File: src/rtl/lts_pkg.sv
// shared constants and exp table for the top-k softmax block
// no dependencies
`default_nettype none
package lts_pkg;
  localparam int VecLen   = 256;
  localparam int Lanes    = 4;
  localparam int Groups   = VecLen / Lanes;
  localparam int GrpW     = $clog2(Groups);
  localparam int IdxW     = $clog2(VecLen);
  localparam int CntW     = $clog2(VecLen + 1);
  localparam int ExpTableBits = 10;
  localparam int ExpDrop  = (ExpTableBits < 10) ? 10 - ExpTableBits : 0;
  localparam int SumW     = 16 + $clog2(VecLen);

  localparam logic [1:0] RegInvTemp = 2'd0;
  localparam logic [1:0] RegTopK    = 2'd1;

  function automatic logic [31:0] exp_const(input logic [3:0] b);
    logic [31:0] c;
    case (b)
      4'd0:  c = 32'd4290775039;
      4'd1:  c = 32'd4286586875;
      4'd2:  c = 32'd4278222805;
      4'd3:  c = 32'd4261543595;
      4'd4:  c = 32'd4228380000;
      4'd5:  c = 32'd4162825044;
      4'd6:  c = 32'd4034748382;
      4'd7:  c = 32'd3790295335;
      4'd8:  c = 32'd3344923893;
      4'd9:  c = 32'd2605029347;
      4'd10: c = 32'd1580030169;
      4'd11: c = 32'd581260615;
      4'd12: c = 32'd78665070;
      4'd13: c = 32'd1440801;
      default: c = 32'd0;
    endcase
    return c;
  endfunction
endpackage
`default_nettype wire

File: src/rtl/lts_exp.sv
// one lane's exp unit: one bit of the exponent per cycle, then weight scaling
// uses lts_pkg
`default_nettype none
module lts_exp
  import lts_pkg::*;
(
  input  wire logic        clk_i,
  input  wire logic        rst_ni,
  input  wire logic        start_i,
  input  wire logic        keep_i,
  input  wire logic [16:0] u_i,
  output logic             done_o,
  output logic [15:0]      weight_o
);
  logic [32:0] acc_q, acc_d;
  logic [13:0] u_q, u_d;
  logic [3:0]  bit_q, bit_d;
  logic        busy_q, busy_d, zero_q, zero_d, fin_q, fin_d;
  logic [63:0] prod;
  logic [15:0] w_q, w_d;

  always_comb begin
    acc_d = acc_q; u_d = u_q; bit_d = bit_q; busy_d = busy_q;
    zero_d = zero_q; fin_d = 1'b0; w_d = w_q;
    prod = 64'd0;
    if (start_i) begin
      acc_d  = 33'h1_0000_0000;
      u_d    = u_i[13:0] & ~14'((1 << ExpDrop) - 1);
      bit_d  = 4'd0;
      busy_d = 1'b1;
      zero_d = !keep_i || (u_i >= 17'd16384);
    end else if (busy_q) begin
      if (bit_q == 4'd14) begin
        prod   = 64'(acc_q) * 64'd65535 + 64'h8000_0000;
        w_d    = zero_q ? 16'd0 : prod[47:32];
        busy_d = 1'b0;
        fin_d  = 1'b1;
      end else begin
        if (u_q[bit_q]) begin
          prod  = 64'(acc_q) * 64'(exp_const(bit_q)) + 64'h8000_0000;
          acc_d = {1'b0, prod[64-1:32]};
        end
        bit_d = bit_q + 4'd1;
      end
    end
  end

  always_ff @(posedge clk_i or negedge rst_ni) begin
    if (!rst_ni) begin
      busy_q <= 1'b0;
      fin_q  <= 1'b0;
    end else begin
      busy_q <= busy_d;
      fin_q  <= fin_d;
    end
  end

  always_ff @(posedge clk_i) begin
    acc_q <= acc_d; u_q <= u_d; bit_q <= bit_d; zero_q <= zero_d; w_q <= w_d;
  end

  assign done_o   = fin_q;
  assign weight_o = w_q;
endmodule
`default_nettype wire

File: config.mk
export PLATFORM = sky130hd
export DESIGN_NAME = lts_exp
export DESIGN_NICKNAME = d
export VERILOG_FILES = /design/src/rtl/lts_pkg.sv /design/src/rtl/lts_exp.sv
export SDC_FILE = /design/constraint.sdc
export NUM_CORES = 2
export LEC_CHECK = 0
export BUFFER_PORTS_ARGS = -buffer_cell sky130_fd_sc_hd__buf_2
export CAP_MARGIN = 20
export CORE_MARGIN = 1
export CORE_UTILIZATION = 27
export CTS_CLUSTER_SIZE = 10
export DETAILED_ROUTE_END_ITERATION = 16
export GPL_ROUTABILITY_DRIVEN = 0
export PLACE_DENSITY = 0.39
export SLEW_MARGIN = 40
export SYNTH_ARGS = -nofsm -noshare
export SYNTH_HDL_FRONTEND = slang
export SYNTH_SLANG_ARGS = --single-unit
File: constraint.sdc
create_clock -name clk_i -period 8.1 [get_ports clk_i]
set_input_delay 0.81 -clock clk_i [delete_from_list [all_inputs] [get_ports clk_i]]
set_output_delay 0.81 -clock clk_i [all_outputs]
set_load 0.02 [all_outputs]
==> impl_metrics.ini <==
[global_routing]
grt_pass1_vias = 36500
antenna_found_initial = 10
grt_pass1_wl_um = 235000
globalRouteTotalUtil_pct = 17.6
grt_max_degree = 47
globalRouteOverflowTotal = 0

[sta]
finalCriticalPeriod_ns = 7.92
hold-worst-slack_ns = 0.149
worst_pin_slew_ns = 0.767
max_slew_margin_pct = 48.9
period_share_pct = 97.8
slew_viol_final = 0
hold_viol_final = 0
setup-violations-final = 0
clock_skew_ns = 0.0446
fmax_ghz = 0.126

[clocking]
cts_hold_buf = 0
cts_root_buf = clkbuf_16
clk_latency_ns = 0.48
cts_sinks = 102
numCtsBuffers = 9
clk_pin_slew_ns = 0.10
cts_tree = done
cts.path.max_buffers = 2
htree_levels = 3

[finish]
final_cell_area_um2 = 52600
nets = 6707
layout-drive-gt1-share_pct = 7.16
synthToLayoutAreaGrowth_pct = 10.5

[run]
drv_cap = 0

[synth]
yosys_warnings = 0
synth_seq_area_share_pct = 4.97
synth.distinct_cells = 76
syn-instance-count = 5018
syn-num-nets = 6675
ys_seq_elements = 102
async_flop_share_pct = 1.96
synth-edff-count = 31
ys.flop_type = dfxtp_1
avgSynthCellArea_um2 = 9.48
synth_area_um2 = 47600

[floorplan]
dieWidth_um = 422
fp.dieH_um = 422
die-area_um2 = 178000
core_area_um2 = 174000
io-pin-count = 38
rows = 153
start_util_pct = 27.3

[placed_design]
placed_area_um2 = 51900
hpwlAfterDp_um = 129000
portBuffers = 37

[hold_path]
hold_path.class = input port to async pin

[critical_path]
ff2ff_path_depth = 24
critical_path.max_fanout = 13
required_ns = 8.48
cp-start-kind = flop
worstSetupPathType = flop to flop
critPathArrivalTime_ns = 8.30
cp-end-kind = flop

[detailed_routing]
viasPerCell = 4.42
routed-via-count = 32600
firstDrtPassIters = 5
route.detailed.drc = 0
totalWireLength_um = 152000
wl_per_cell_um = 20.6
ant_nets = 0
drt_iter0_markers = 1412

[outcome]
outcome = completed
## routing by layer
layer	vias up	part of all wire, %	global-route usage, %
li1	14800	-	-
met1	17400	48	25.1
met2	437	49	29.9
met3	59	2.6	1.23
met4	0	0.97	2.41
met5	-	0	0
## final cells by class
type / count / area (um^2)
fillers: 18400 / 122000
multi-input cells: 3397 / 39700
inverters: 1292 / 4850
well taps: 2325 / 2910
flip-flops and latches: 102 / 2440
repair buffers: 248 / 2400
clock buffers: 9 / 225
clock inverters: 7 / 75.1
diodes: 2 / 5.00
## critical path, stage by stage, from the launching register on
cell	delay (ns)
dfxtp_1	0.34
buf_12	0.15
buf_6	0.15
and2_1	0.18
fa_1	0.55
fa_1	0.41
inv_1	0.14
fa_2	0.49
fa_1	0.55
inv_1	0.05
fa_1	0.48
fa_1	0.50
fa_1	0.57
fa_1	0.45
ha_2	0.40
nand4_1	0.15
nor4_2	0.41
o21ai_1	0.14
a21oi_2	0.16
o211ai_1	0.10
buf_4	0.18
o31a_1	0.39
o21a_1	0.23
or4_1	0.47
a31oi_1	0.17
## metrics by stage
step,worst slack (ns),instances,util [%],TNS (ns)
after floorplan,0.762,5018,-,0
after global placement,-0.146,7356,29.8,-0.386
after detailed placement,-0.184,7356,29.8,-0.289
after CTS,0.00954,7372,30.0,0
after global routing,-0.0246,7380,30.1,-0.0416
final,0.181,7382,30.2,0
## cell usage in the layout (no fill, tap or decap), types with 5 or more instances in the layout
cell type	n
nand2b_1	10
and4_1	7
and3_1	8
dfxtp_1	33
a31oi_1	12
a21o_1	44
o21bai_1	16
nand2_1	461
xor2_1	11
a22o_1	8
inv_1	1291
nand4_1	27
clkbuf_16	11
buf_6	13
o21ai_0	50
edfxtp_1	31
dfxtp_2	22
buf_2	37
mux2i_1	13
nor2b_1	9
dfxtp_4	14
or3_1	5
a211o_1	5
and2_1	670
o211ai_1	10
buf_4	152
o21ai_1	8
ha_1	423
a21oi_1	109
a211oi_1	11
o21a_1	9
fa_1	1193
buf_12	43
xnor2_1	42
nor2_1	87
fa_2	14
nand3_1	24
a21oi_2	9
nor3_1	12
## kinds of logic (layout without fill, tap and decap cells)
kind of cell / after synthesis / count (layout) / synth area share, %
flops: 102 / 102 / 4.97
other cells: 0 / 2 / 0
compound gates: 339 / 339 / 4.59
mux: 19 / 19 / 0.510
simple gates: 1350 / 1350 / 14.9
fa+ha+maj: 1636 / 1636 / 62.1
xor+xnor: 53 / 53 / 0.976
buf+inv: 1519 / 1556 / 12.0
## cell usage after synthesis, drive strengths merged (11+ instances only)
library cell | n | area share [%]
dfxtp | 69 | 2.9
fa | 1207 | 51
mux2i | 13 | 0.27
ha | 429 | 11
inv | 1291 | 10
a21o | 44 | 0.69
nand4 | 27 | 0.36
clkbuf | 214 | 1.7
and2 | 671 | 8.8
nor2 | 88 | 0.69
nand2 | 462 | 3.6
o21ai | 61 | 0.64
xor2 | 11 | 0.20
xnor2 | 42 | 0.77
o21bai | 16 | 0.25
nor3 | 12 | 0.13
buf | 13 | 0.14
a31oi | 13 | 0.17
nand3 | 25 | 0.26
a21oi | 118 | 1.3
edfxtp | 31 | 2.0
a211oi | 12 | 0.19
## worst paths after layout
check                      startpoint         to  slack, ns
min in group clk_i            u_i[13]    u_q[13]       0.53
setup / recovery                 flop  acc_q[24]       0.18
hold / removal                 rst_ni     done_o       0.15
hold reg to reg             acc_q[20]  acc_q[20]       0.54
max in group asynchronous      rst_ni     busy_q       7.84
setup reg to reg                 flop  acc_q[24]       0.18
## repair_timing
item                                   4_1_cts  5_1_grt
gates cloned                                 0        2
gates resized for setup                      8       74
buffers inserted                             0        6
endpoints found under the hold margin        0        0
setup endpoints to repair                    4       16
pin swaps                                    1       13
Power is not shown: default switching activity piles up to over one toggle a cycle in this logic, so the estimate is an artifact.
