$ cat src/rtl/lts_pkg.sv
// shared constants and exp table for the top-k softmax block
// no dependencies
`default_nettype none
package lts_pkg;
  localparam int VecLen   = 256;
  localparam int Lanes    = 4;
  localparam int Groups   = VecLen / Lanes;
  localparam int GrpW     = $clog2(Groups);
  localparam int IdxW     = $clog2(VecLen);
  localparam int CntW     = $clog2(VecLen + 1);
  localparam int ExpTableBits = 10;
  localparam int ExpDrop  = (ExpTableBits < 10) ? 10 - ExpTableBits : 0;
  localparam int SumW     = 16 + $clog2(VecLen);

  localparam logic [1:0] RegInvTemp = 2'd0;
  localparam logic [1:0] RegTopK    = 2'd1;

  function automatic logic [31:0] exp_const(input logic [3:0] b);
    logic [31:0] c;
    case (b)
      4'd0:  c = 32'd4290775039;
      4'd1:  c = 32'd4286586875;
      4'd2:  c = 32'd4278222805;
      4'd3:  c = 32'd4261543595;
      4'd4:  c = 32'd4228380000;
      4'd5:  c = 32'd4162825044;
      4'd6:  c = 32'd4034748382;
      4'd7:  c = 32'd3790295335;
      4'd8:  c = 32'd3344923893;
      4'd9:  c = 32'd2605029347;
      4'd10: c = 32'd1580030169;
      4'd11: c = 32'd581260615;
      4'd12: c = 32'd78665070;
      4'd13: c = 32'd1440801;
      default: c = 32'd0;
    endcase
    return c;
  endfunction
endpackage
`default_nettype wire

$ cat src/rtl/lts_div.sv
// one lane's restoring divider for the final normalization, one quotient bit per cycle
// uses lts_pkg
`default_nettype none
module lts_div
  import lts_pkg::*;
(
  input  wire logic            clk_i,
  input  wire logic            rst_ni,
  input  wire logic            start_i,
  input  wire logic [15:0]     w_i,
  input  wire logic [SumW-1:0] sum_i,
  output logic                 done_o,
  output logic [15:0]          prob_o
);
  localparam int NumW = 32 + 1;
  logic [NumW-1:0] num_q, num_d;
  logic [SumW:0]   rem_q, rem_d;
  logic [NumW-1:0] quo_q, quo_d;
  logic [5:0]      cnt_q, cnt_d;
  logic            busy_q, busy_d, fin_q, fin_d;
  logic [SumW:0]   trial;

  always_comb begin
    num_d = num_q; rem_d = rem_q; quo_d = quo_q; cnt_d = cnt_q;
    busy_d = busy_q; fin_d = 1'b0; trial = '0;
    if (start_i) begin
      num_d  = NumW'({w_i, 16'd0}) + NumW'(sum_i >> 1);
      rem_d  = '0;
      quo_d  = '0;
      cnt_d  = 6'(NumW);
      busy_d = (sum_i != '0);
      fin_d  = (sum_i == '0);
    end else if (busy_q) begin
      trial = {rem_q[SumW-1:0], num_q[NumW-1]};
      num_d = {num_q[NumW-2:0], 1'b0};
      if (trial >= {1'b0, sum_i}) begin
        rem_d = trial - {1'b0, sum_i};
        quo_d = {quo_q[NumW-2:0], 1'b1};
      end else begin
        rem_d = trial;
        quo_d = {quo_q[NumW-2:0], 1'b0};
      end
      cnt_d = cnt_q - 6'd1;
      if (cnt_q == 6'd1) begin
        busy_d = 1'b0;
        fin_d  = 1'b1;
      end
    end
  end

  always_ff @(posedge clk_i or negedge rst_ni) begin
    if (!rst_ni) begin
      busy_q <= 1'b0;
      fin_q  <= 1'b0;
    end else begin
      busy_q <= busy_d;
      fin_q  <= fin_d;
    end
  end

  always_ff @(posedge clk_i) begin
    num_q <= num_d; rem_q <= rem_d; quo_q <= quo_d; cnt_q <= cnt_d;
  end

  assign done_o = fin_q;
  assign prob_o = (quo_q > NumW'(65535)) ? 16'hFFFF : quo_q[15:0];
endmodule
`default_nettype wire
$ cat config.mk
export PLATFORM = sky130hd
export DESIGN_NAME = lts_div
export DESIGN_NICKNAME = d
export VERILOG_FILES = /design/src/rtl/lts_pkg.sv /design/src/rtl/lts_div.sv
export SDC_FILE = /design/constraint.sdc
export NUM_CORES = 1
export LEC_CHECK = 0
export ABC_CLOCK_PERIOD_IN_PS = 3300
export BUFFER_PORTS_ARGS = -buffer_cell sky130_fd_sc_hd__buf_2
export CELL_PAD_IN_SITES_DETAIL_PLACEMENT = 2
export CELL_PAD_IN_SITES_GLOBAL_PLACEMENT = 2
export CORE_MARGIN = 4
export CORE_UTILIZATION = 37
export CTS_BUF_LIST = sky130_fd_sc_hd__clkbuf_16
export DETAILED_ROUTE_END_ITERATION = 8
export GPL_ROUTABILITY_DRIVEN = 0
export GPL_TIMING_DRIVEN = 1
export PLACE_DENSITY = 0.84
export SETUP_SLACK_MARGIN = 0.4
export SKIP_LAST_GASP = 1
export SLEW_MARGIN = 20
export SYNTH_ARGS = -nofsm -noshare
export SYNTH_HDL_FRONTEND = slang
export SYNTH_SLANG_ARGS = --single-unit
$ cat constraint.sdc
create_clock -name clk_i -period 3.3 [get_ports clk_i]
set_input_delay 0.165 -clock clk_i [delete_from_list [all_inputs] [get_ports clk_i]]
set_output_delay 0.165 -clock clk_i [all_outputs]
set_load 0.005 [all_outputs]
==> run metrics <==
status=finished clean; peak supply drop=0.000266 V; worst max-slew margin expressed relative to the limit=a little under half; Fin Hold WS=approximately 130 ps; critical path class=register to register; global-route wire length before repair=~38000 um; number of core rows=between 40 and 50; detailed-route wire length per cell=around 25 um; clock-pin slew on the worst setup and hold paths=80 ps; Post-Syn Instances=681; ratio of routed vias to standard cells=6.01; clock tree root driver cell=sky130_fd_sc_hd__clkbuf_16; post-route insts no fill=951; share of final-layout standard cells stronger than drive strength 1=18.6%; CTS tree=built; Clock Skews=slightly below 10 ps; Setup Viol. Count Final=0; post-placement setup slack=304 ps; setup repair after global routing missed its margin=true; DRT iter0 DRCs=342; launch point of the worst reg-to-reg path=rem_q[19]; Post-synth EDFFs=33; via count of the first global-routing pass=6370; fmax=about 0.35 GHz; post-route setup slack=416 ps; Yosys top cell area share=20.6%; total count of max-transition violations in the final report=0; Initial Util=38.2%; area of all sequential standard cells=between 0.002 and 0.0025 sq mm; multi-input logic area=0.00362 sq mm; core outline area=0.0161 sq mm; Num CTS Buffers=9; number of levels in the clock H-tree=3; pin count of the biggest net entering global routing=62; Max Cap Viol=0; diode count=0; Synth async-reset ratio=2.04%; vias after detailed routing=5719; Detailed Route WL=24000 um; Register-to-Register Setup Slack=420 ps; sequential power share=38.6%; Die Wd=137 um; Switch Pwr=0.00147 W; netlist area before placement=0.00613 sq mm; data required time at the worst endpoint=3530 ps; final number of hold-violating endpoints=0; leading cell types by count after synthesis=87 x sky130_fd_sc_hd__nor2_1, 63 x sky130_fd_sc_hd__dfxtp_1, 38 x sky130_fd_sc_hd__inv_1; kind of end point of the critical path=register; share of power burned in combinational logic=34.0%; maximum clock path buffer count=2; number of antenna violations at the first check in global routing=1; global route total overflow=0; terminus of the critical flop-to-flop path=rem_q[13]; clock network fraction of total power=27.4%; number of iterations in the first detailed-routing pass=5; area leader, netlist=sky130_fd_sc_hd__dfxtp_1; slew of the pin with the lowest slew margin=781 ps; crit path DAT=3120 ps; nature of the critical path startpoint=register; share of the cycle needed by the critical path after routing=87.4%; post-synthesis area per instance=9.01 sq um; Fin Setup TNS=0 ps; Post-Place Cells=933; post-detail-place hpwl=between 15000 and 20000 um; ys flop type=sky130_fd_sc_hd__dfxtp_1; sw frac=between 30% and 40%; leakage power=3.09 nW; overall fraction of global-route tracks in use=26.4%; Post-Syn Nets=759; sequential element share of the synthesized area=37.5%; number of sinks driven by the clock tree=98; ranking of synthesized cells by area=sky130_fd_sc_hd__dfxtp_1 21%, sky130_fd_sc_hd__edfxtp_1 16%, sky130_fd_sc_hd__ha_1 6.7%; port bufs=59; floorplan die height=~140 um; largest fanout on the critical path=19; Power per Cell Area=553 mW/mm^2; number of fill cells=1698; signed area change from the synthesized netlist to the final layout=14.6%; Residual DRC=0; Min-Delay Path Class=input port to async pin; register bit count reported by yosys=between 90 and 100; synthesis warning total=0; worst r2r path cells=8; I/O Pins=60; number of nets in the layout=between 800 and 900; Total Die Area=around 0.019 sq mm; remaining number of nets flagged by the antenna check after routing=0; post-layout minimum cycle time=between 2000 and 3000 ps; most repeated cell in the gate-level netlist after synthesis=sky130_fd_sc_hd__nor2_1; P_int=0.00242 W; number of distinct library cells after synthesis=69; clock insertion delay at the later pin of the skew report=360 ps
==> sequential cells by signal, summed over array words and instances, names as in the netlist <==
signal	cells
num_q	33
busy_q	1
done_o	1
rem_q	24
quo_q	33
cnt_q	6
==> worst max-delay path, cell delays in order (launching register included) <==
cell	delay [ps]
sky130_fd_sc_hd__dfxtp_1	350
sky130_fd_sc_hd__ha_1	500
sky130_fd_sc_hd__nand3_1	330
sky130_fd_sc_hd__nor3_4	390
sky130_fd_sc_hd__a31oi_1	200
sky130_fd_sc_hd__o21ai_1	140
sky130_fd_sc_hd__buf_4	300
sky130_fd_sc_hd__o21ai_0	150
sky130_fd_sc_hd__a311oi_1	390
==> worst max path at each step <==
stage	startpoint	end	slack, ps	depth (start not counted)
after detailed placement	num_q[32]	rem_q[22]	300	11
after floorplan	rem_q[7]	rem_q[1]	910	9
after global routing	rem_q[19]	rem_q[13]	300	8
after global placement	num_q[32]	rem_q[22]	420	11
final	rem_q[19]	rem_q[13]	420	8
after CTS	rem_q[19]	rem_q[0]	390	8
==> layer usage <==
metal	share of wire, %	GRT usage [%]
met5	0.037	0
met4	3.6	8.73
met3	4.4	4.26
met2	51	46.6
met1	41	32.6
==> timing repair <==
item | in CTS | in global routing
pin swaps | 0 | 1
resized for setup | 2 | 13
cloned | 0 | 1
endpoints found under the hold margin | 2 | 0
buffers inserted | 0 | 0
setup endpoints to repair | 1 | 23
hold buffers | 1 | 0
==> stage by stage <==
step / instance area, sq um / total power [W] / utilization (%)
after global placement: 6660 / 0.00265 / 41.5
after global routing: 7030 / 0.00409 / 43.8
after CTS: 6960 / 0.00385 / 43.4
after floorplan: 6130 / 0.00233 / -
final: 7030 / 0.00389 / 43.8
after detailed placement: 6660 / 0.00275 / 41.5
==> cell type report <==
class | count | area share [%]
multi-input cells | 509 | 51.4
flip-flops and latches | 98 | 32.8
repair buffers | 73 | 5.77
well taps | 216 | 3.84
clock buffers | 9 | 3.20
inverters | 39 | 2.08
clock inverters | 7 | 0.872
==> power by group through the flow <==
stage          Combinational [W]  Sequential [W]  Clock, W
3_3_place_gp             0.00114         0.00151         0
4_1_cts                  0.00127         0.00150   0.00108
3_5_place_dp             0.00122         0.00152         0
2_1_floorplan           0.000863         0.00147         0
5_1_grt                  0.00144         0.00152   0.00114
6_report                 0.00132         0.00150   0.00107
==> placed cells by master (no fill, tap or decap), types with 16 or more instances in the layout <==
cell	count
sky130_fd_sc_hd__a21oi_1	22
sky130_fd_sc_hd__a311oi_1	18
sky130_fd_sc_hd__a31oi_1	17
sky130_fd_sc_hd__buf_2	58
sky130_fd_sc_hd__dfxtp_1	63
sky130_fd_sc_hd__edfxtp_1	33
sky130_fd_sc_hd__ha_1	31
sky130_fd_sc_hd__inv_1	38
sky130_fd_sc_hd__mux2_2	23
sky130_fd_sc_hd__mux2i_1	33
sky130_fd_sc_hd__nand2_1	31
sky130_fd_sc_hd__nand2b_1	19
sky130_fd_sc_hd__nand3_1	25
sky130_fd_sc_hd__nor2_1	86
sky130_fd_sc_hd__o21ai_0	28
sky130_fd_sc_hd__xnor2_1	16
==> cell families after synthesis <==
| logic type | count (synthesis) | share of synthesized area, % |
|---|---|---|
| buf+inv | 75 | 4.83 |
| flops | 98 | 37.5 |
| fa+ha+maj | 35 | 7.38 |
| simple gates | 234 | 19.2 |
| xor+xnor | 24 | 3.43 |
| compound gates | 159 | 18.0 |
| mux | 56 | 9.61 |
(Power assumes the default switching activity.)
