===== src/rtl/lts_ram.sv =====
// generic single-port-write, one-read ram with registered read data
// no dependencies
`default_nettype none
module lts_ram #(
  parameter int Width = 16,
  parameter int Depth = 64
) (
  input  wire logic                     clk_i,
  input  wire logic                     we_i,
  input  wire logic [$clog2(Depth)-1:0] waddr_i,
  input  wire logic [Width-1:0]         wdata_i,
  input  wire logic [$clog2(Depth)-1:0] raddr_i,
  output logic      [Width-1:0]         rdata_o
);
  logic [Width-1:0] mem_q [Depth];

  always_ff @(posedge clk_i) begin
    if (we_i) begin
      mem_q[waddr_i] <= wdata_i;
    end
    rdata_o <= mem_q[raddr_i];
  end
endmodule
`default_nettype wire


===== config.mk =====
export PLATFORM = sky130hd
export DESIGN_NAME = lts_ram
export DESIGN_NICKNAME = d
export VERILOG_FILES = /design/src/rtl/lts_ram.sv
export SDC_FILE = /design/constraint.sdc
export NUM_CORES = 1
export LEC_CHECK = 0
export ABC_CLOCK_PERIOD_IN_PS = 2500
export BUFFER_PORTS_ARGS = -buffer_cell sky130_fd_sc_hd__buf_4
export CAP_MARGIN = 20
export CORE_ASPECT_RATIO = 0.6
export CORE_MARGIN = 1.5
export CORE_UTILIZATION = 45
export DETAILED_ROUTE_END_ITERATION = 7
export SETUP_SLACK_MARGIN = 0.1
export SKIP_LAST_GASP = 1
export SLEW_MARGIN = 20
export SYNTH_ARGS = -nofsm -noshare
export SYNTH_HDL_FRONTEND = slang
export SYNTH_SLANG_ARGS = --single-unit

===== constraint.sdc =====
create_clock -name clk_i -period 2.5 [get_ports clk_i]
set_clock_uncertainty 0.1 [all_clocks]
set_input_delay 0.125 -clock clk_i [delete_from_list [all_inputs] [get_ports clk_i]]
set_output_delay 0.125 -clock clk_i [all_outputs]
set_load 0.03 [all_outputs]

==> results of run 1 <==
## layer usage
| metal | up-vias | routed length, um |
|---|---|---|
| met2 | 931 | 41400 |
| met3 | 129 | 10400 |
| li1 | 8163 | - |
| met5 | - | 23 |
| met4 | 4 | 1820 |
| met1 | 10600 | 47500 |
## cell families after synthesis
kind of cell / share of synthesized area [%]
AO/OA/AOI/OAI: 2.41
buffers and inverters: 1.83
flip-flops: 77.6
multiplexers: 15.5
AND/OR/NAND/NOR: 2.65
## stage by stage
stage          setup slack [ps]  utilization [%]
2_1_floorplan               240                -
3_3_place_gp               -131             48.7
3_5_place_dp               -139             48.7
4_1_cts                     270             52.3
5_1_grt                     247             52.3
6_report                    249             52.3
## critical path: stages (launching register included)
cell      delay [ps]
edfxtp_1         370
mux4_2           490
mux2_2           290
a21oi_1          580
nor4_2           240
## power groups by stage
| stage | Combinational (W) | Sequential, W | Clock, W |
|---|---|---|---|
| after floorplan | 0.000999 | 0.0198 | 0 |
| after global placement | 0.00204 | 0.0198 | 0 |
| after detailed placement | 0.00207 | 0.0198 | 0 |
| after CTS | 0.00211 | 0.0194 | 0.0144 |
| after global routing | 0.00221 | 0.0194 | 0.0150 |
| final | 0.00209 | 0.0194 | 0.0141 |
## how the worst max path moves through the flow
stage                                  end                    from  slack (ps)  cells past startpoint
global route            rdata_o[9]$_DFF_P_  mem_q[62][9]$_DFFE_PP_         250                      5
finish                  rdata_o[7]$_DFF_P_  mem_q[23][7]$_DFFE_PP_         250                      4
detailed placement     rdata_o[10]$_DFF_P_              raddr_i[0]        -140                      8
floorplan           mem_q[48][0]$_DFFE_PP_              waddr_i[3]         240                      4
CTS                     rdata_o[9]$_DFF_P_  mem_q[63][9]$_DFFE_PP_         270                      5
global placement        rdata_o[7]$_DFF_P_              raddr_i[0]        -130                      7
## state kept, by name (all words and copies together) (netlist names)
signal and flops:
rdata_o 16, mem_q 1024
## area by class of cell
| cell class | count | area (sq um) | area share, % |
|---|---|---|---|
| tap | 1161 | 1450 | 3.16 |
| antenna | 5 | 12.5 | 0.0272 |
| clock inverter | 51 | 472 | 1.03 |
| sequential | 1040 | 31100 | 67.6 |
| timing repair buffer | 248 | 2220 | 4.83 |
| clock buffer | 117 | 2500 | 5.44 |
| multi-input combinational | 685 | 8250 | 17.9 |
## repair_timing
item / 4_1_cts / 5_1_grt
hold endpoints to repair: 874 / 0
buffers inserted: 0 / 0
hold buffers: 21 / 0
## Yosys cell counts (6+ instances only)
cell type     n
buf_4        13
mux2i_1      85
nor2b_1      30
a22o_1        6
nand4_1      12
a31oi_1       8
nand2_1      59
nor2_1       72
a221oi_1     16
clkbuf_1     24
buf_2        36
nand3_1      24
edfxtp_1   1024
mux2_2       27
a211o_1       8
buf_6        17
dfxtp_1      16
a21oi_1      17
mux4_2      220
a211oi_1      8
a221o_1       6
a311oi_1      8
a22oi_1      39
==> impl_metrics.ini, run 1 <==
[status]
status = finished clean

[floorplanning]
num_io_pins = 46
die-width_um = 388
rows = 84
coreArea_sq_um = 87900
die_h_um = 234
die-area_sq_um = 90800
initial_core_util_pct = 45.6

[hold_path]
min_path_cells = 4
hold_start = raddr_i[4]
hold_end = rdata_o[6]$_DFF_P_
hp-class = in2reg

[sta]
fin_hold_ws_ps = 73.5
timing.final.crit_share_pct = 90.0
grt_setup_unrepaired = no
tightest_slew_ps = 1040
period_needed_ps = 2250
fmax_mhz = 444
hold_viol_final = 0
relSlewSlack_pct = 29.8
setup_tns_ps = 0
slew_violations = 0
finalSetupViolations = 0

[worst_setup_path]
r2r_start = mem_q[23][7]$_DFFE_PP_
reg2regPathDepth = 4
rr_endpoint = rdata_o[7]$_DFF_P_
reg2reg_setup_slack_ps = 250
arrival_ps = 2640
critPathKind = reg2reg
cp-end-kind = register
crit_fanout = 2
start_kind = register
worst_ep_required_time_ps = 2890

[final_layout]
n_fill_cell = 6867
layout_commonest_cell = edfxtp_1
final_area_sq_um = 46000
drive_gt1_share_pct = 28.7
nets = 2097
instances_no_fill = 3307
layout_common_cells = edfxtp_1, mux4_2, buf_4
area_delta_synth_final_pct = 14.8

[synth]
syn_nets = 1859
synth.avg_cell_area_sq_um = 21.9
syn_area_sq_um = 40000
yosysWarnings = 0
ys_types = 43
synth_ff_type = edfxtp_1
syn_inst = 1829
synth_top_area_share_pct = 76.8
async_reset_ff_share_pct = 0
synth_top_cell_by_area = edfxtp_1
synth_seq_cells = 1040
synth_area_leaders = edfxtp_1, mux4_2, mux2i_1
yosysSeqAreaShare_pct = 77.6
synth-edff-count = 1024

[drt]
via_count = 19900
dr.pass1.iters = 6
antenna_left = 0
via_per_inst = 6.00
drc = 0
dr.first_iter.drc_count = 2477
wire_per_inst_um = 30.6
drt-total-wl_um = 101000

[grt]
grtUsageMet1_pct = 36.7
overflow = 0
first_global_vias = 19600
grt_max_degree = 65
antenna_found_initial = 7
grt_pass1_wl_um = 144000
grt.total_usage_pct = 22.5
grt.met3_usage_pct = 5.34
top_usage_layer = met1
grt_use_met2_pct = 30.3

[cts]
clock-sinks = 1040
h-tree-depth = 3
root_buffer = clkbuf_16
clock_latency_ps = 670
clockBufferDepth = 3
cts_tree = built
numCtsBuffers = 92
cts_resized = 0
clk_pin_slew_ps = 70

[pwr]
p_leak_nw = 14.7
p_clk_share_pct = 39.7
p_seq_share_pct = 54.4
switching_power_w = 0.00759
p_sw_share_pct = 21.3
totalPowerFinal_w = 0.0356
power_frac_comb_pct = 5.9
p_int_w = 0.0280
ir_worst_vdd_v = 0.000551
power_density_nw_per_um2 = 775

[placement]
place_inst = 3113
port_buffers = 45
finalWeightedCongestion = 0.862
place_area_sq_um = 42800
detailed_place_hpwl_um = 62500

[flow_run]
drv_cap = 0
(Power assumes the default switching activity.)
==> run 2, diff against run 1 <==
--- a/config.mk
+++ b/config.mk
@@ -10,7 +10,7 @@
 export CAP_MARGIN = 20
 export CORE_ASPECT_RATIO = 0.6
 export CORE_MARGIN = 1.5
-export CORE_UTILIZATION = 45
+export CORE_UTILIZATION = 30
 export DETAILED_ROUTE_END_ITERATION = 7
 export SETUP_SLACK_MARGIN = 0.1
 export SKIP_LAST_GASP = 1
==> impl_metrics.ini, run 2 (synthesized netlist as in run 1, its figures left out) <==
[drt]
antenna_left = 0
via_per_inst = 5.08
drt-total-wl_um = 105000
via_count = 19900
wire_per_inst_um = 26.8
dr.first_iter.drc_count = 2675
drc = 0
dr.pass1.iters = 7

[cts]
root_buffer = clkbuf_16
clk_pin_slew_ps = 70
cts_setup_buffers = 0
clock-sinks = 1040
h-tree-depth = 3
numCtsBuffers = 85
cts_resized = 0
cts_tree = built
clock_latency_ps = 680
cts_hold_buf = 20
clockBufferDepth = 3

[grt]
overflow = 0
grt.total_usage_pct = 15.3
first_global_vias = 19400
grt_max_degree = 65
grt_pass1_wl_um = 148000
antenna_found_initial = 6

[placement]
place_area_sq_um = 43600
port_buffers = 45
detailed_place_hpwl_um = 66700
post-place-ws_ps = -83.8
finalWeightedCongestion = 0.847

[sta]
grt_setup_unrepaired = no
setup_tns_ps = 0
relSlewSlack_pct = 40.7
fmax_mhz = 454
finalSetupViolations = 0
timing.final.crit_share_pct = 88.1
period_needed_ps = 2200
tightest_slew_ps = 889
worst_slack_ps = 297
hold_viol_final = 0
slew_violations = 0

[pwr]
power_density_nw_per_um2 = 752
ir_worst_vdd_v = 0.000524
p_sw_share_pct = 21.8
switching_power_w = 0.00764
p_leak_nw = 14.7
power_frac_comb_pct = 6.2
p_int_w = 0.0274
p_clk_share_pct = 38.5
p_seq_share_pct = 55.3

[worst_setup_path]
cp-end-kind = register
arrival_ps = 2660
critPathKind = reg2reg
worst_ep_required_time_ps = 2960
crit_fanout = 1
start_kind = register

[final_layout]
postLayoutCoreUtil_pct = 35.3
largest_reg_flops = 1024
area_delta_synth_final_pct = 16.2
regMostFlops = mem_q
n_fill_cell = 12100
final_area_sq_um = 46500
layout_commonest_cell = edfxtp_1
top_regs = mem_q (1024), rdata_o (16)
drive_gt1_share_pct = 28.9
nets = 2103
layout_common_cells = edfxtp_1, mux4_2, buf_4

[floorplanning]
die_h_um = 286
num_io_pins = 46
coreArea_sq_um = 132000
die-width_um = 475
initial_core_util_pct = 30.3
rows = 103
die-area_sq_um = 136000

[status]
status = finished clean

[flow_run]
drv_cap = 0

[hold_path]
hp-class = in2reg
-- run 2: changes by cell type in the layout (fill, tap and decap cells not counted), sizes merged --
| cell | before | now |
|---|---|---|
| buf | 227 | 240 |
| clkbuf | 117 | 111 |
| clkinv | 34 | 32 |
| clkinvlp | 7 | 1 |
| diode | 5 | 1 |
| dlygate4sd3 | 21 | 20 |
-- run 2: final timing paths --
kind                                         startpoint                     end  slack (ps)  cells after the start
worst max-delay path              mem_q[4][4]$_DFFE_PP_      rdata_o[4]$_DFF_P_         300                      6
worst min register to register  mem_q[36][13]$_DFFE_PP_     rdata_o[13]$_DFF_P_         770                      3
worst max register to register    mem_q[4][4]$_DFFE_PP_      rdata_o[4]$_DFF_P_         300                      6
worst min-delay path                         waddr_i[0]  mem_q[55][1]$_DFFE_PP_          90                      4
-- run 2: layer usage --
metal  track usage [%]  vias to the layer above  share of wire, %
li1                  -                     8144                 -
met4              2.68                        0               1.1
met5                 0                        -                 0
met1              24.3                    10700                47
met2              20.0                      962                40
met3              5.24                       94                12
-- run 2: area by class of cell --
class | count | area [sq um] | share of cell area, %
timing repair buffer | 261 | 2260 | 4.87
tap | 1785 | 2230 | 4.80
clock inverter | 43 | 445 | 0.957
antenna | 1 | 2.50 | 0.00538
sequential | 1040 | 31100 | 66.8
multi-input combinational | 685 | 8250 | 17.7
clock buffer | 110 | 2270 | 4.88
-- run 2: through the flow --
stage          cells  hold WS (ps)  power, W
2_1_floorplan   1829           124    0.0208
3_3_place_gp    3751           471    0.0219
3_5_place_dp    3751           469    0.0219
4_1_cts         3924          36.4    0.0353
5_1_grt         3924          98.4    0.0360
6_report        3925          93.9    0.0350
-- run 2: power by group through the flow --
stage / Clock (W) / Sequential, W / Combinational [W]
3_5_place_dp: 0 / 0.0197 / 0.00216
6_report: 0.0135 / 0.0194 / 0.00219
2_1_floorplan: 0 / 0.0198 / 0.000999
5_1_grt: 0.0143 / 0.0194 / 0.00230
3_3_place_gp: 0 / 0.0197 / 0.00212
4_1_cts: 0.0137 / 0.0194 / 0.00219
-- run 2: worst max-delay path, cell delays in order (launching register included) --
cell,delay (ps)
edfxtp_1,360
mux4_2,500
mux2i_1,390
buf_4,200
a22oi_1,110
a31oi_1,340
a311oi_1,90
==> run 3, diff against run 2 <==
--- a/config.mk
+++ b/config.mk
@@ -12,7 +12,7 @@
 export CORE_MARGIN = 1.5
 export CORE_UTILIZATION = 30
 export DETAILED_ROUTE_END_ITERATION = 7
-export SETUP_SLACK_MARGIN = 0.1
+export REMOVE_ABC_BUFFERS = 1
 export SKIP_LAST_GASP = 1
 export SLEW_MARGIN = 20
 export SYNTH_ARGS = -nofsm -noshare
==> impl_metrics.ini, run 3 (synthesized netlist as in run 1, its figures left out) <==
[final_layout]
n_fill_cell = 12100
layout_commonest_cell = edfxtp_1
largest_reg_flops = 1024
regMostFlops = mem_q
area_delta_synth_final_pct = 16.1
final_area_sq_um = 46500
drive_gt1_share_pct = 28.2
layout_common_cells = edfxtp_1, mux4_2, buf_4
top_regs = mem_q (1024), rdata_o (16)
nets = 2082

[grt]
grt.total_usage_pct = 15.3
first_global_vias = 19900
grt_max_degree = 65
grt.met3_usage_pct = 5.12
top_usage_layer = met1
grtUsageMet1_pct = 23.4
grt_use_met2_pct = 20.6
grt_pass1_wl_um = 149000
antenna_found_initial = 9
overflow = 0

[drt]
via_count = 19900
drt-total-wl_um = 104000
dr.pass1.iters = 5
wire_per_inst_um = 26.5
dr.first_iter.drc_count = 2520
drc = 0
via_per_inst = 5.08
antenna_left = 0

[worst_setup_path]
reg2regPathDepth = 5
worst_ep_required_time_ps = 2920
reg2reg_setup_slack_ps = 140
r2r_start = mem_q[5][0]$_DFFE_PP_
rr_endpoint = rdata_o[0]$_DFF_P_
start_kind = register
cp-end-kind = register
critPathKind = reg2reg
arrival_ps = 2780
crit_fanout = 1

[cts]
clk_pin_slew_ps = 70
root_buffer = clkbuf_16
clockBufferDepth = 3
cts_tree = built
clock-sinks = 1040
h-tree-depth = 3
numCtsBuffers = 87
clock_latency_ps = 680

[sta]
period_needed_ps = 2360
grt_setup_unrepaired = no
slew_violations = 0
relSlewSlack_pct = 39.7
fmax_mhz = 423
tightest_slew_ps = 905
timing.final.crit_share_pct = 94.6
hold_viol_final = 0
fin_hold_ws_ps = 136
worst_slack_ps = 135
finalSetupViolations = 0

[hold_path]
min_path_cells = 5
hold_start = raddr_i[3]
hp-class = in2reg
hold_end = rdata_o[12]$_DFF_P_

[floorplanning]
die_h_um = 286
rows = 103
num_io_pins = 46
die-area_sq_um = 136000
initial_core_util_pct = 30.3
die-width_um = 475
coreArea_sq_um = 132000

[pwr]
p_sw_share_pct = 21.4
power_density_nw_per_um2 = 765
ir_worst_vdd_v = 0.000489
p_seq_share_pct = 54.5
p_clk_share_pct = 39.7
p_leak_nw = 14.6
power_frac_comb_pct = 5.9
p_int_w = 0.0280
switching_power_w = 0.00763

[placement]
finalWeightedCongestion = 0.831
detailed_place_hpwl_um = 66400
post-place-ws_ps = -352
port_buffers = 45
place_area_sq_um = 43400

[status]
status = finished clean

[flow_run]
drv_cap = 0
==> run 3: cell types whose count changed in the layout (fill, tap and decap cells not counted), sizes merged <==
cell         change
bufinv           +4
clkinv           -5
dlygate4sd3      +1
clkinvlp         +3
inv              +1
clkbuf           +2
buf             -24
diode            +2
==> run 3: critical path, cell delays in order (launching register included) <==
cell and delay, ps:
edfxtp_1 350, mux4_2 500, mux2i_1 600, a22oi_1 280, a31oi_1 290, a311oi_1 70
==> run 3: layer usage <==
layer	part of all wire (%)	wire, um
met4	1.9	1920
met5	0.019	20
met3	12	12800
met2	41	42500
met1	45	46500
==> run 3: cell type report <==
cell class	instances	area, sq um	area share, %
sequential	1040	31100	66.8
timing repair buffer	238	2030	4.37
clock buffer	112	2330	5.01
antenna	3	7.51	0.0161
clock inverter	46	581	1.25
multi-input combinational	685	8250	17.7
tap	1785	2230	4.80
==> run 3: how the worst max path moves through the flow <==
stage / slack (ps) / from / endpoint
floorplan: 390 / we_i / mem_q[48][0]$_DFFE_PP_
global placement: -690 / raddr_i[0] / rdata_o[3]$_DFF_P_
detailed placement: -350 / raddr_i[2] / rdata_o[4]$_DFF_P_
CTS: 100 / mem_q[0][4]$_DFFE_PP_ / rdata_o[4]$_DFF_P_
global route: 10 / mem_q[0][0]$_DFFE_PP_ / rdata_o[0]$_DFF_P_
finish: 140 / mem_q[5][0]$_DFFE_PP_ / rdata_o[0]$_DFF_P_
==> run 3: what timing repair did <==
item / 4_1_cts / 5_1_grt
endpoints found under the hold margin: 844 / 0
gates resized for setup: 0 / 1
buffers inserted: 0 / 0
setup endpoints to repair: 0 / 1
hold buffers: 21 / 0
==> run 3: power groups by stage <==
stage | clock network, W | registers [W] | logic [W]
detailed placement | 0 | 0.0198 | 0.00206
CTS | 0.0144 | 0.0194 | 0.00210
finish | 0.0141 | 0.0194 | 0.00209
global placement | 0 | 0.0198 | 0.00202
global route | 0.0150 | 0.0194 | 0.00221
floorplan | 0 | 0.0198 | 0.000716
==> run 3: per-stage QoR <==
stage,cells,util [%],TNS [ps],total power (W)
floorplan,1725,-,0,0.0205
global placement,3726,32.9,-2050,0.0218
detailed placement,3727,32.9,-1520,0.0218
CTS,3906,35.2,0,0.0358
global route,3908,35.2,0,0.0366
finish,3909,35.2,0,0.0356
